--- config.mk ---
export PLATFORM = sky130hd
export DESIGN_NAME = calendar_date_add_days_unit
export DESIGN_NICKNAME = d
export VERILOG_FILES = /design/src/rtl/cdad_pkg.sv /design/src/rtl/calendar_date_add_days_unit.sv /design/src/rtl/cdad_yrmod.sv /design/src/rtl/cdad_step.sv
export SDC_FILE = /design/constraint.sdc
export NUM_CORES = 1
export LEC_CHECK = 0
export ABC_AREA = 1
export BUFFER_PORTS_ARGS = -buffer_cell sky130_fd_sc_hd__buf_2
export CAP_MARGIN = 40
export CELL_PAD_IN_SITES_DETAIL_PLACEMENT = 0
export CELL_PAD_IN_SITES_GLOBAL_PLACEMENT = 1
export CORE_MARGIN = 8
export CORE_UTILIZATION = 42
export CTS_CLUSTER_SIZE = 40
export DETAILED_ROUTE_END_ITERATION = 8
export GPL_TIMING_DRIVEN = 1
export PLACE_DENSITY = 0.85
export SLEW_MARGIN = 20
export SYNTH_ARGS = -nofsm -noshare
export SYNTH_HDL_FRONTEND = slang
export SYNTH_SLANG_ARGS = --single-unit
export TNS_END_PERCENT = 5
--- constraint.sdc ---
create_clock -name clk_i -period 4.24 [get_ports clk_i]
set_clock_uncertainty 0.1 [all_clocks]
set_input_delay 1.272 -clock clk_i [delete_from_list [all_inputs] [get_ports clk_i]]
set_output_delay 1.272 -clock clk_i [all_outputs]
set_load 0.02 [all_outputs]
--- src/rtl/cdad_pkg.sv ---
// Shared types, constants and month-length table for the date adder.
`timescale 1ns / 1ps

package cdad_pkg;

  localparam int unsigned YEAR_LIMIT  = 9999;
  localparam int unsigned OFFSET_BITS = 16;

  localparam int unsigned DAY_W     = 5;
  localparam int unsigned MONTH_W   = 4;
  localparam int unsigned YEAR_IN_W = 14;
  localparam int unsigned STATUS_W  = 2;

  localparam int unsigned YEAR_W =
    ($clog2(YEAR_LIMIT + 1) > YEAR_IN_W) ? $clog2(YEAR_LIMIT + 1) : YEAR_IN_W;

  localparam int unsigned LEAP_CYCLE = 400;
  localparam int unsigned CENTURY    = 100;
  localparam int unsigned REM_W      = $clog2(LEAP_CYCLE);

  localparam logic [MONTH_W-1:0] MONTH_JAN = MONTH_W'(1);
  localparam logic [MONTH_W-1:0] MONTH_FEB = MONTH_W'(2);
  localparam logic [MONTH_W-1:0] MONTH_DEC = MONTH_W'(12);

  typedef enum logic [STATUS_W-1:0] {
    STATUS_OK       = 2'd0,
    STATUS_BAD_DATE = 2'd1,
    STATUS_RANGE    = 2'd2
  } status_e;

  typedef struct packed {
    logic [DAY_W-1:0]   day;
    logic [MONTH_W-1:0] month;
    logic [YEAR_W-1:0]  year;
    logic [REM_W-1:0]   rem400;
  } date_t;

  typedef struct packed {
    date_t            date;
    logic             range_err;
    logic [DAY_W-1:0] cur_len;
  } step_res_t;

  function automatic logic [DAY_W-1:0] month_len(input logic [MONTH_W-1:0] m,
                                                 input logic leap);
    logic [DAY_W-1:0] n;
    unique case (m)
      4'd1, 4'd3, 4'd5, 4'd7, 4'd8, 4'd10, 4'd12: n = DAY_W'(31);
      4'd4, 4'd6, 4'd9, 4'd11:                    n = DAY_W'(30);
      MONTH_FEB:                                  n = leap ? DAY_W'(29) : DAY_W'(28);
      default:                                    n = '0;
    endcase
    return n;
  endfunction

endpackage

--- src/rtl/calendar_date_add_days_unit.sv ---
// Top level: Gregorian date plus signed day offset, stepped one day per cycle.
//
//   channel   ports                                        handshake
//   command   start_day_i start_month_i start_year_i       start && !busy
//             day_offset_i
//   result    result_day_o result_month_o result_year_o    result_valid_o, one cycle
//             status_o
//
// After acceptance the year is reduced modulo 400 in ST_MOD, the date is checked in ST_CHECK,
// then the step unit moves one day per cycle for |day_offset| days in ST_STEP. The strobe
// is registered from the finishing state; an invalid date or a zero offset gives it straight
// from ST_CHECK, a range error ends the walk early.
// busy drops in the strobe cycle, so a new transaction can be taken then.
// Reset clears the sequencer and the strobe. The receiver cannot stall.
`timescale 1ns / 1ps

module calendar_date_add_days_unit (
  input  logic                                     clk_i,
  input  logic                                     rst_ni,
  input  logic                                     start,
  output logic                                     busy,
  input  logic [cdad_pkg::DAY_W-1:0]               start_day_i,
  input  logic [cdad_pkg::MONTH_W-1:0]             start_month_i,
  input  logic [cdad_pkg::YEAR_IN_W-1:0]           start_year_i,
  input  logic signed [cdad_pkg::OFFSET_BITS-1:0]  day_offset_i,
  output logic                                     result_valid_o,
  output logic [cdad_pkg::DAY_W-1:0]               result_day_o,
  output logic [cdad_pkg::MONTH_W-1:0]             result_month_o,
  output logic [cdad_pkg::YEAR_IN_W-1:0]           result_year_o,
  output logic [cdad_pkg::STATUS_W-1:0]            status_o
);

  localparam logic [1:0] ST_IDLE  = 2'd0;
  localparam logic [1:0] ST_MOD   = 2'd1;
  localparam logic [1:0] ST_CHECK = 2'd2;
  localparam logic [1:0] ST_STEP  = 2'd3;

  logic [1:0]                         state_q, state_d;
  cdad_pkg::date_t                    cur_q, cur_d;
  logic [cdad_pkg::OFFSET_BITS-1:0]   cnt_q, cnt_d;
  logic                               back_q, back_d;
  logic [cdad_pkg::DAY_W-1:0]         sday_q;
  logic [cdad_pkg::MONTH_W-1:0]       smonth_q;
  logic [cdad_pkg::YEAR_IN_W-1:0]     syear_q;
  logic                               valid_q;
  logic [cdad_pkg::DAY_W-1:0]         rday_q;
  logic [cdad_pkg::MONTH_W-1:0]       rmonth_q;
  logic [cdad_pkg::YEAR_IN_W-1:0]     ryear_q;
  cdad_pkg::status_e                  rstatus_q;

  logic                               accept;
  logic                               mod_done;
  logic [cdad_pkg::REM_W-1:0]         mod_rem;
  cdad_pkg::step_res_t                step;
  logic                               invalid;
  logic                               fin;
  cdad_pkg::status_e                  fin_st;
  cdad_pkg::date_t                    fin_date;
  logic [cdad_pkg::OFFSET_BITS-1:0]   offs_u;

  assign busy   = (state_q != ST_IDLE);
  assign accept = start && !busy;
  assign offs_u = $unsigned(day_offset_i);

  cdad_yrmod u_yrmod (
    .clk_i  (clk_i),
    .rst_ni (rst_ni),
    .load_i (accept),
    .year_i (cdad_pkg::YEAR_W'(start_year_i)),
    .rem_o  (mod_rem),
    .done_o (mod_done)
  );

  cdad_step u_step (
    .date_i (cur_q),
    .back_i (back_q),
    .res_o  (step)
  );

  always_comb begin
    invalid = (cur_q.year == '0) ||
              (cur_q.year > cdad_pkg::YEAR_W'(cdad_pkg::YEAR_LIMIT)) ||
              (cur_q.month == '0) || (cur_q.month > cdad_pkg::MONTH_DEC) ||
              (cur_q.day == '0) || (cur_q.day > step.cur_len);
  end

  always_comb begin
    state_d  = state_q;
    cur_d    = cur_q;
    cnt_d    = cnt_q;
    back_d   = back_q;
    fin      = 1'b0;
    fin_st   = cdad_pkg::STATUS_OK;
    fin_date = cur_q;
    unique case (state_q)
      ST_IDLE: begin
        if (accept) begin
          cur_d.day    = start_day_i;
          cur_d.month  = start_month_i;
          cur_d.year   = cdad_pkg::YEAR_W'(start_year_i);
          cur_d.rem400 = '0;
          back_d       = day_offset_i[cdad_pkg::OFFSET_BITS-1];
          cnt_d        = back_d ? (cdad_pkg::OFFSET_BITS'(0) - offs_u) : offs_u;
          state_d      = ST_MOD;
        end
      end
      ST_MOD: begin
        if (mod_done) begin
          cur_d.rem400 = mod_rem;
          state_d      = ST_CHECK;
        end
      end
      ST_CHECK: begin
        if (invalid) begin
          fin    = 1'b1;
          fin_st = cdad_pkg::STATUS_BAD_DATE;
        end else if (cnt_q == '0) begin
          fin = 1'b1;
        end else begin
          state_d = ST_STEP;
        end
      end
      ST_STEP: begin
        if (step.range_err) begin
          fin    = 1'b1;
          fin_st = cdad_pkg::STATUS_RANGE;
        end else begin
          cur_d    = step.date;
          cnt_d    = cnt_q - 1'b1;
          fin_date = step.date;
          if (cnt_q == cdad_pkg::OFFSET_BITS'(1)) begin
            fin = 1'b1;
          end
        end
      end
      default: state_d = ST_IDLE;
    endcase
    if (fin) begin
      state_d = ST_IDLE;
    end
  end

  always_ff @(posedge clk_i or negedge rst_ni) begin
    if (!rst_ni) begin
      state_q <= ST_IDLE;
      valid_q <= 1'b0;
    end else begin
      state_q <= state_d;
      valid_q <= fin;
    end
  end

  always_ff @(posedge clk_i) begin
    cur_q  <= cur_d;
    cnt_q  <= cnt_d;
    back_q <= back_d;
    if (accept) begin
      sday_q   <= start_day_i;
      smonth_q <= start_month_i;
      syear_q  <= start_year_i;
    end
    if (fin) begin
      rstatus_q <= fin_st;
      if (fin_st != cdad_pkg::STATUS_OK) begin
        rday_q   <= sday_q;
        rmonth_q <= smonth_q;
        ryear_q  <= syear_q;
      end else begin
        rday_q   <= fin_date.day;
        rmonth_q <= fin_date.month;
        ryear_q  <= fin_date.year[cdad_pkg::YEAR_IN_W-1:0];
      end
    end
  end

  assign result_valid_o = valid_q;
  assign result_day_o   = rday_q;
  assign result_month_o = rmonth_q;
  assign result_year_o  = ryear_q;
  assign status_o       = rstatus_q;

`ifndef NO_ASSERTIONS
  a_strobe_idle: assert property (@(posedge clk_i) disable iff (!rst_ni)
    result_valid_o |-> !busy)
    else $error("result strobe while busy");

  a_strobe_single: assert property (@(posedge clk_i) disable iff (!rst_ni)
    result_valid_o |=> !result_valid_o)
    else $error("result strobe longer than one cycle");

  a_accept_busy: assert property (@(posedge clk_i) disable iff (!rst_ni)
    (start && !busy) |=> (busy && !result_valid_o))
    else $error("accepted transaction did not raise busy");

  a_ok_month: assert property (@(posedge clk_i) disable iff (!rst_ni)
    (result_valid_o && (status_o == cdad_pkg::STATUS_OK)) |->
    ((result_month_o != '0) && (result_month_o <= cdad_pkg::MONTH_DEC) &&
     (result_day_o != '0)))
    else $error("ok result with out-of-range date");
`endif

endmodule

--- src/rtl/cdad_yrmod.sv ---
// Year modulo 400 by reciprocal multiplication, registered on load.
`timescale 1ns / 1ps

module cdad_yrmod (
  input  logic                           clk_i,
  input  logic                           rst_ni,
  input  logic                           load_i,
  input  logic [cdad_pkg::YEAR_W-1:0]    year_i,
  output logic [cdad_pkg::REM_W-1:0]     rem_o,
  output logic                           done_o
);

  // 400 = 16 * 25: drop four bits, then divide by 25 as * 5243 >> 17
  localparam int unsigned QX_W      = cdad_pkg::YEAR_W - 4;
  localparam int unsigned RCP_SHIFT = 17;
  localparam int unsigned PROD_W    = QX_W + 13;
  localparam logic [12:0] RCP_25    = 13'd5243;

  logic [QX_W-1:0]               year_q16;
  logic [PROD_W-1:0]             prod;
  logic [PROD_W-RCP_SHIFT-1:0]   quot;
  logic [cdad_pkg::YEAR_W-1:0]   rem_full;
  logic [cdad_pkg::REM_W-1:0]    rem_q, rem_d;
  logic                          done_q;

  always_comb begin
    year_q16 = year_i[cdad_pkg::YEAR_W-1:4];
    prod     = PROD_W'(year_q16) * PROD_W'(RCP_25);
    quot     = prod[PROD_W-1:RCP_SHIFT];
    rem_full = year_i - cdad_pkg::YEAR_W'(quot * cdad_pkg::LEAP_CYCLE);
    rem_d    = rem_full[cdad_pkg::REM_W-1:0];
  end

  always_ff @(posedge clk_i or negedge rst_ni) begin
    if (!rst_ni) begin
      done_q <= 1'b0;
    end else begin
      done_q <= load_i;
    end
  end

  always_ff @(posedge clk_i) begin
    if (load_i) begin
      rem_q <= rem_d;
    end
  end

  assign rem_o  = rem_q;
  assign done_o = done_q;

endmodule

--- src/rtl/cdad_step.sv ---
// One-day step unit: next date forward or back, month length, range error.
`timescale 1ns / 1ps

module cdad_step (
  input  cdad_pkg::date_t     date_i,
  input  logic                back_i,
  output cdad_pkg::step_res_t res_o
);

  logic                          leap;
  logic [cdad_pkg::DAY_W-1:0]    cur_len;
  logic [cdad_pkg::DAY_W-1:0]    prev_len;
  logic [cdad_pkg::MONTH_W-1:0]  prev_month;
  logic [cdad_pkg::REM_W-1:0]    r;

  always_comb begin
    r    = date_i.rem400;
    leap = (date_i.year[1:0] == 2'b00) &&
           (r != cdad_pkg::REM_W'(cdad_pkg::CENTURY)) &&
           (r != cdad_pkg::REM_W'(2 * cdad_pkg::CENTURY)) &&
           (r != cdad_pkg::REM_W'(3 * cdad_pkg::CENTURY));
    prev_month = date_i.month - 1'b1;
    cur_len    = cdad_pkg::month_len(date_i.month, leap);
    prev_len   = cdad_pkg::month_len(prev_month, leap);

    res_o.date      = date_i;
    res_o.range_err = 1'b0;
    res_o.cur_len   = cur_len;

    if (!back_i) begin
      if (date_i.day < cur_len) begin
        res_o.date.day = date_i.day + 1'b1;
      end else if (date_i.month == cdad_pkg::MONTH_DEC) begin
        if (date_i.year >= cdad_pkg::YEAR_W'(cdad_pkg::YEAR_LIMIT)) begin
          res_o.range_err = 1'b1;
        end else begin
          res_o.date.year   = date_i.year + 1'b1;
          res_o.date.month  = cdad_pkg::MONTH_JAN;
          res_o.date.day    = cdad_pkg::DAY_W'(1);
          res_o.date.rem400 = (r == cdad_pkg::REM_W'(cdad_pkg::LEAP_CYCLE - 1)) ?
                              '0 : r + 1'b1;
        end
      end else begin
        res_o.date.month = date_i.month + 1'b1;
        res_o.date.day   = cdad_pkg::DAY_W'(1);
      end
    end else begin
      if (date_i.day > cdad_pkg::DAY_W'(1)) begin
        res_o.date.day = date_i.day - 1'b1;
      end else if (date_i.month == cdad_pkg::MONTH_JAN) begin
        if (date_i.year <= cdad_pkg::YEAR_W'(1)) begin
          res_o.range_err = 1'b1;
        end else begin
          res_o.date.year   = date_i.year - 1'b1;
          res_o.date.month  = cdad_pkg::MONTH_DEC;
          res_o.date.day    = cdad_pkg::DAY_W'(31);
          res_o.date.rem400 = (r == '0) ?
                              cdad_pkg::REM_W'(cdad_pkg::LEAP_CYCLE - 1) : r - 1'b1;
        end
      end else begin
        res_o.date.month = prev_month;
        res_o.date.day   = prev_len;
      end
    end
  end

endmodule
-- Word level (Yosys, flattened, before mapping)
Index checks and enable logic that the tools add are counted.
- word-level logic and storage cells: 152
- input bits: 42
- bits in registers: 110
- output and inout port bits: 27
- order comparisons: 7
- add/subtract/negate cells: 11
- reductions and logical operators: 31
- mux-type cells: 45
- $mul: 2
- equality and inequality tests: 39
- operators by type and width (operator ; count):
    $mux 32 ; 5
    $mux 28 ; 2
    $mux 16 ; 3
    $mux 24 ; 2
    $pmux 23 s2 ; 1
    $mux 9 ; 5
    $eq 4x4->1 const B ; 10
    $mux 33 ; 1
    $eq 4x3->1 const B ; 8
    $pmux 16 s2 ; 1
    $pmux 5 s3 ; 2
    $pmux 9 s3 ; 1
    $mul 10x13->23 const B ; 1
    $eq 16x1->1 const B ; 1
    $eq 4x2->1 const B ; 4
    $logic_not 16->1 ; 1
    $sub 1x16->16 const A ; 1
    $sub 16x1->16 const B ; 1
    $mux 5 ; 3
    $add 14x1->14 const B ; 1
    $ge 14x14->1 const B ; 1
    $gt 14x14->1 const B ; 1
    $le 14x1->1 const B ; 1
    $logic_not 14->1 ; 1
    46 further kinds ; 77

-- Logic depth before layout (Yosys ltp)
Gate-level depths: netlist of the first run.
- depth in word-level cells: 13
- mapped depth: 34
- depth with buffers taken out: 34

-- Cells and area by module
From an unflattened synthesis of the first run, not the netlist that was laid out.
- cell total of the unflattened synthesis: 1545
- area total of the unflattened synthesis: 11272.1 µm²
- modules (own cells, without submodules) (module ; instances ; area an instance (µm²) ; sequential area each (µm²) ; cells an instance):
    calendar_date_add_days_unit ; 1 ; 5439.0 ; 2987.9 ; 610
    cdad_step ; 1 ; 3037.9 ; 0.0 ; 619
    cdad_yrmod ; 1 ; 2795.2 ; 295.3 ; 316

-- Least setup slack after synthesis of the first run
OpenSTA, ideal clock, no wires.
- path type: input to register
- from: input port start_year_i[11] (netlist bit)
- to: register u_yrmod.rem_q, in the netlist u_yrmod.rem_o[8], data pin
- arrival time: 6.295 ns
- setup time: 0.249 ns
- path buffers: 0
- data required time: 3.891 ns
- path slack: -2.404 ns
- cell stages on the path: 28
- path through: fa_1 > fa_1 > inv_1 > fa_1 > fa_1 > inv_1 > fa_1 > ha_1 > a21oi_1 > o21a_1 > nor2_1 > nor2_1 > nand2_1 > nand2_1 > nand2_1 > ha_1 > inv_1 > ha_1 > nand2_1 > o21ai_0 > xor2_1 > inv_1 > nand3_1 > nand3b_1 > nand2_1 > nand2_1 > nand2_1 > inv_1
- cells in the longest elaborated chain, start to end: 3
- ends and longest elaborated chain (element ; line ; text):
    start, declared ; calendar_date_add_days_unit.sv:24 ; input logic [cdad_pkg::YEAR_IN_W-1:0] start_year_i,
    $mul 10x13->23 ; cdad_yrmod.sv:28 ; prod = PROD_W'(year_q16) * PROD_W'(RCP_25);
    $mul 6x5->5 ; cdad_yrmod.sv:30 ; rem_full = year_i - cdad_pkg::YEAR_W'(quot * cdad_pkg::LEAP_CYCLE);
    $sub 9x9->9 ; cdad_yrmod.sv:30 ;
    net u_yrmod.rem_full (one bit) ; cdad_yrmod.sv:22 ; logic [cdad_pkg::YEAR_W-1:0] rem_full;
    end signal, assigned ; cdad_yrmod.sv:44 ; rem_q <= rem_d;
    end, declared ; cdad_yrmod.sv:23 ; logic [cdad_pkg::REM_W-1:0] rem_q, rem_d;
The timed path passes the listed nets, and every way through them passes these cells.
A chain may end at the register's enable or synchronous reset.

-- Worst setup path after layout of the first run
- from: input port start_year_i[13] (netlist bit)
- to: register u_yrmod.rem_q, in the netlist u_yrmod.rem_o[8], data pin
Same word-level chain as after synthesis.

==> impl_metrics.yaml, run 1 <==
grt:
  grt-ovfl-total: 0
  antenna_found_initial: 0
  grt_pass1_wl_mm: 46.7
  grt_max_degree: 47
  grt_pass1_vias: 9140
  track_usage_pct: 20.1
sta:
  slew_headroom_pct: 59.8
  fmax_mhz: 153
  setup_ws_ns: -2.30
  rsz0062_at_grt: "yes"
  finalSetupViolCount: 5
  drv_slew: 0
  hold_viol: 0
  period_share_pct: 154
  period_needed_ns: 6.54
  tightest_slew_ns: 0.603
power_and_ir_drop:
  power_w: 0.00449
  irDropWorstVdd_mv: 0.320
  static-leakage-power_nw: 5.65
  powerDensity_mw_per_mm2: 375
finish:
  postLayoutCellArea_mm2: 0.0120
  drive_gt1_share_pct: 18.8
  nets: 1632
  area_growth_pct: 19.1
  diodes: 0
  final_cell_mix: "nand2_1 (275), inv_1 (180), nor2_1 (115)"
  finish.utilization_pct: 51.0
  nFillCells: 2294
  final_common_cell: "nand2_1"
floorplanning:
  fp.coreArea_mm2: 0.0235
  start_util_pct: 42.8
  row_count: 56
  num_io_pins: 69
  die-area_mm2: 0.0291
  die_y_um: 171
  fp.dieW_um: 171
clocking:
  cts_tree: "yes"
  numCtsBuffers: 9
  htreeDepth: 3
  clkLatencyLatePin_ns: 0.36
  cts_hold_buf: 0
  clockBufferDepth: 2
  clock_sinks: 106
  cts-root-buf: "clkbuf_16"
  cts.reportedPaths.clkPinSlew_ns: 0.07
placed_design:
  dp_hpwl_mm: 22.3
  place_area_mm2: 0.0114
  place.gp.congestion: 0.932
  io_buffers: 68
route:
  drc_errors: 0
  wl_per_cell_um: 16.3
  drt_iter0_drc: 601
  postRouteAntennaNets: 0
  wl_mm: 28.9
  viasPerCell: 5.19
  vias: 9220
  drt_first_pass_iters: 6
logic_synthesis:
  syn-num-nets: 1476
  synth_async_sr_flop_share_pct: 3.77
  synth.yosys.seq_area_share_pct: 31.5
  synth_edf_count: 102
  synthesis.area_mm2: 0.0101
  ys.flop_type: "edfxtp_1"
  synthCells: 1295
  synth_seq_cells: 106
  yosys_warnings: 0
  postSynthAreaPerCell_um2: 7.76
  ys_types: 54
worst_setup_path:
  slowest_delay_ns: 0.52
  cp.arrival_ns: 6.56
  path_class: "input pin to flip-flop"
  critPathRequiredTime_ns: 4.26
  crit_top_cell: "buf_4"
  slowest_stage: "fa_1"
  cp-end-kind: "flip-flop"
  critPathTopFamily: "adder cells"
  path_buf_inv: 16
  timing.rr.end: "result_year_o[6]"
  crit_path_start_kind: "input pin"
  r2r_cells: 20
  reg2reg_from: "cur_q[24]"
  cp_max_fo: 3
  r2r_setup_slack_ns: 0.33
outcome:
  status: "finished with violations"
  violations: "setup timing"
job:
  cap_violations: 0
hold_path:
  worst_hold_path_type: "flip-flop to flip-flop"
  worstHoldStart: "u_yrmod.rem_o[5]"
  timing.hold.worst_path_depth: 2
  min_to: "cur_q[5]"
-- Yosys cell counts, types with 2 or more instances --
master    instances  area (µm²)
nand2_1         286        1070
inv_1           187         702
nor2_1          118         443
nand3_1         109         546
ha_1            105        1310
edfxtp_1        102        3060
a21oi_1          91         455
o21ai_0          68         340
fa_1             34         681
nand4_1          22         138
nor3_1           21         105
xor2_1           21         184
clkbuf_1         11        41.3
buf_2            10        50.1
o211ai_1          9        67.6
nand2_2           8        50.1
nand3b_1          7        52.6
nor2_2            6        37.5
o21ai_1           6        30.0
buf_6             5        56.3
nor2_4            5        56.3
dfrtp_1           4         100
nand3_2           4        40.0
o31ai_1           4        30.0
or2_2             4        25.0
xnor2_1           4        35.0
a21o_1            3        22.5
a31oi_1           3        18.8
buf_1             3        11.3
inv_2             3        11.3
nand2_4           3        33.8
o22ai_1           3        18.8
a21oi_2           2        17.5
nor3_2            2        20.0
o21a_1            2        15.0
o221ai_1          2        17.5
-- where the power goes --
part	internal [W]	switching, W	total [W]	leakage, nW
registers	0.00117	0	0.00117	0.964
logic	0.00119	0.00125	0.00244	4.54
clock network	0.000463	0.000413	0.000877	0.147
-- area by class of cell --
type	count	area, µm²	share of cell area [%]
Clock buffer	9	225	1.88
Inverter	192	733	6.12
Timing Repair Buffer	175	1190	9.95
Multi-Input combinational cell	967	6190	51.7
Clock inverter	7	75.1	0.627
Sequential cell	106	3160	26.4
Tap cell	319	399	3.33
-- worst min-delay path, cell delays in order, from the launching register on --
cell and delay [ns]:
edfxtp_1 0.32, nand2_1 0.05, nand2_1 0.05
-- registers in the layout, summed over array words and instances (netlist names) --
name / flops
status_o: 2
cnt_q: 16
u_yrmod.done_o: 1
cur_q: 32
back_q: 1
result_valid_o: 1
result_year_o: 14
state_q: 2
smonth_q: 4
sday_q: 5
result_month_o: 4
syear_q: 14
result_day_o: 5
u_yrmod.rem_o: 5
-- layer usage --
metal,track usage (%),part of all wire [%],vias to the layer above
li1,-,-,4634
met4,8.12,3.2,0
met3,1.91,3.7,52
met5,0,0,-
met1,24.9,43,4324
met2,35.5,50,210
-- worst max path at each step --
stage                           startpoint          endpoint  slack, ns  cells past startpoint
after CTS                  start_year_i[8]  u_yrmod.rem_o[8]      -2.16                     29
final                     start_year_i[13]  u_yrmod.rem_o[8]      -2.30                     31
after global routing      start_year_i[13]  u_yrmod.rem_o[8]      -2.53                     25
after floorplan           start_year_i[10]  u_yrmod.rem_o[8]      -2.24                     28
after detailed placement  start_year_i[10]  u_yrmod.rem_o[8]      -2.65                     27
after global placement    start_year_i[10]  u_yrmod.rem_o[8]      -2.53                     29
-- timing repair --
item,4_1_cts,5_1_grt
endpoints found under the setup margin,5,15
pin swaps,23,29
gates resized for setup,14,33
setup buffers,13,3
-- metrics by stage --
step                hold WS (ns)  TNS (ns)  setup slack [ns]  std cells
finish                     0.429     -8.52             -2.30       1775
global placement           0.410     -9.92             -2.53       1743
CTS                        0.429     -8.07             -2.16       1772
global route               0.464     -9.54             -2.53       1775
floorplan                  0.394     -9.99             -2.24       1295
detailed placement         0.410    -10.41             -2.65       1743
-- kinds of logic (layout without fill, tap and decap cells) --
logic type / after synthesis / in the layout / synth area share (%)
buffers and inverters: 222 / 383 / 8.85
adder cells (fa/ha/maj): 139 / 139 / 19.8
AND/OR/NAND/NOR: 600 / 600 / 26.5
flip-flops: 106 / 106 / 31.5
XOR/XNOR: 25 / 25 / 2.18
AO/OA/AOI/OAI: 203 / 203 / 11.2
No activity file was read; power rests on OpenSTA's default activity.
==> inputs of run 2 (changes only) <==
--- a/config.mk
+++ b/config.mk
@@ -11,11 +11,11 @@
 export CELL_PAD_IN_SITES_DETAIL_PLACEMENT = 0
 export CELL_PAD_IN_SITES_GLOBAL_PLACEMENT = 1
 export CORE_MARGIN = 8
-export CORE_UTILIZATION = 42
+export CORE_UTILIZATION = 47
 export CTS_CLUSTER_SIZE = 40
 export DETAILED_ROUTE_END_ITERATION = 8
 export GPL_TIMING_DRIVEN = 1
-export PLACE_DENSITY = 0.85
+export PLACE_DENSITY = 0.9
 export SLEW_MARGIN = 20
 export SYNTH_ARGS = -nofsm -noshare
 export SYNTH_HDL_FRONTEND = slang
==> constraint.sdc (replaced) <==
create_clock -name clk_i -period 6.08 [get_ports clk_i]
set_clock_uncertainty 0.1 [all_clocks]
set_input_delay 1.824 -clock clk_i [delete_from_list [all_inputs] [get_ports clk_i]]
set_output_delay 1.824 -clock clk_i [all_outputs]
set_load 0.02 [all_outputs]
==> run 2 against run 1 <==
  * Critical path depth fell by 2
  * Clock power fell by 36%
  * Non-clock buffer count fell by 21
  * Final cell count fell by 3.7%
  * Sequential power fell by 30%
  * Register-to-register slack improved by 1.3 ns
  * Die area fell by 9.7%
  * Via count fell by 0.43%
  * Count of clock-buffer cells in the layout rose by 2
  * Worst hold slack got worse by 0.0057 ns
  * The flow still finishes with violations (setup timing)
  * Final area fell by 2.1%
==> impl_metrics.yaml, run 2 (synthesis gave the netlist of run 1 again) <==
clocking:
  htreeDepth: 3
  clkLatencyLatePin_ns: 0.36
  clock_sinks: 106
  clockBufferDepth: 2
  cts-root-buf: "clkbuf_16"
  cts.reportedPaths.clkPinSlew_ns: 0.07
  cts_tree: "yes"
  numCtsBuffers: 9
floorplanning:
  start_util_pct: 47.8
  fp.dieW_um: 162
  die_y_um: 162
  fp.coreArea_mm2: 0.0210
  die-area_mm2: 0.0263
  row_count: 53
  num_io_pins: 69
finish:
  final_cell_mix: "nand2_1 (278), inv_1 (181), nor2_1 (118)"
  largestRegisters: "cur_q x32, cnt_q x16"
  diodes: 0
  nets: 1611
  regMostFlops: "cur_q"
  largest_register_ffs: 32
  final_common_cell: "nand2_1"
  drive_gt1_share_pct: 17.1
  area_growth_pct: 16.5
outcome:
  status: "finished with violations"
  violations: "setup timing"
route:
  vias: 9180
  drc_errors: 0
  postRouteAntennaNets: 0
  drt_iter0_drc: 627
  wl_mm: 28.2
  viasPerCell: 5.37
  drt_first_pass_iters: 5
  wl_per_cell_um: 16.5
placed_design:
  dp_slack_ns: -1.36
  io_buffers: 68
  place.gp.congestion: 0.904
  dp_hpwl_mm: 21.3
grt:
  grt_max_degree: 47
  track_usage_pct: 21.3
  antenna_found_initial: 1
  grt_pass1_vias: 9042
  grt-ovfl-total: 0
  grt_pass1_wl_mm: 45.3
sta:
  drv_slew: 0
  setup_ws_ns: -0.891
  hold_viol: 0
  tightest_slew_ns: 0.722
  finalSetupViolCount: 4
  period_needed_ns: 6.97
  rsz0062_at_grt: "yes"
  slew_headroom_pct: 51.7
  fmax_mhz: 143
  tns_ns: -2.07
  period_share_pct: 115
  hold_ws_ns: 0.423
worst_setup_path:
  cp-end-kind: "flip-flop"
  r2r_setup_slack_ns: 1.60
  path_class: "input pin to flip-flop"
  path_buf_inv: 5
  critPathRequiredTime_ns: 6.09
  slowest_delay_ns: 0.60
  critPathTopFamily: "adder cells"
  timing.rr.end: "result_day_o[1]"
  cp.arrival_ns: 6.98
  slowest_stage: "fa_2"
  crit_path_start_kind: "input pin"
  worstSetupStartpoint: "start_year_i[10]"
  r2r_cells: 16
  reg2reg_from: "cur_q[23]"
  cp_max_fo: 3
  crit_top_cell: "nand2_1"
power_and_ir_drop:
  static-leakage-power_nw: 5.53
  irDropWorstVdd_mv: 0.193
  power_w: 0.00309
  powerDensity_mw_per_mm2: 264
hold_path:
  worstHoldStart: "u_yrmod.rem_o[5]"
  min_to: "cur_q[5]"
  timing.hold.worst_path_depth: 2
  worst_hold_path_type: "flip-flop to flip-flop"
job:
  cap_violations: 0
run 2: cell types whose count changed in the layout (fill, tap and decap cells not counted), moves of 2 or more:
cell and change:
nand2_2 -2, clkbuf_1 +2, nor2_1 +3, buf_12 -2
buf_4 -20, nand2_1 +3, a21oi_1 +2, ha_4 +2
a21oi_2 -2, nor2_2 -3
run 2: cell type report:
type / count / area (µm²)
fillers: 1943 / 9300
multi-input cells: 967 / 6180
flip-flops and latches: 106 / 3160
repair buffers: 154 / 1020
inverters: 192 / 733
well taps: 275 / 344
clock buffers: 11 / 233
clock inverters: 5 / 40.0
run 2: stage by stage:
stage,std cells,cell area (µm²),util (%)
finish,1710,11700,55.7
CTS,1707,11600,55.2
global route,1710,11700,55.7
detailed placement,1678,11100,53.0
floorplan,1295,10100,-
global placement,1677,11100,52.9
run 2: power breakdown:
group	leakage [nW]	internal, W	switching (W)
clock network	0.129	0.000282	0.000283
registers	0.964	0.000817	0
logic	4.43	0.000858	0.000849
run 2: routing by layer:
metal	wire length, µm	track usage, %	vias up
met5	16	0	-
met4	1260	10.4	2
met3	1210	2.94	70
met2	13900	37.0	224
met1	11800	25.5	4286
li1	-	-	4598
run 2: timing repair:
item / CTS / global route
pin swaps: 30 / 30
hold buffers: 0 / 0
resized for setup: 21 / 16
endpoints found under the setup margin: 4 / 4
setup buffers: 13 / 2
run 2: worst max path at each step:
stage	end	cells after the start
global placement	u_yrmod.rem_o[8]	29
floorplan	u_yrmod.rem_o[8]	28
finish	u_yrmod.rem_o[8]	29
detailed placement	u_yrmod.rem_o[8]	30
CTS	u_yrmod.rem_o[8]	30
global route	u_yrmod.rem_o[8]	31
run 2: worst register-to-register path, cell delays in order (launching register included):
cell and delay (ns):
edfxtp_1 0.57, inv_1 0.23, ha_1 0.32, o21ai_0 0.16, and3_1 0.20, inv_1 0.06
nor3_1 0.30, ha_1 0.32, a21oi_1 0.21, nand3_2 0.22, nand3_2 0.17, nand2_2 0.12
nand3_4 0.16, nand2_4 0.24, inv_2 0.52, nor2_1 0.15, a21oi_1 0.25
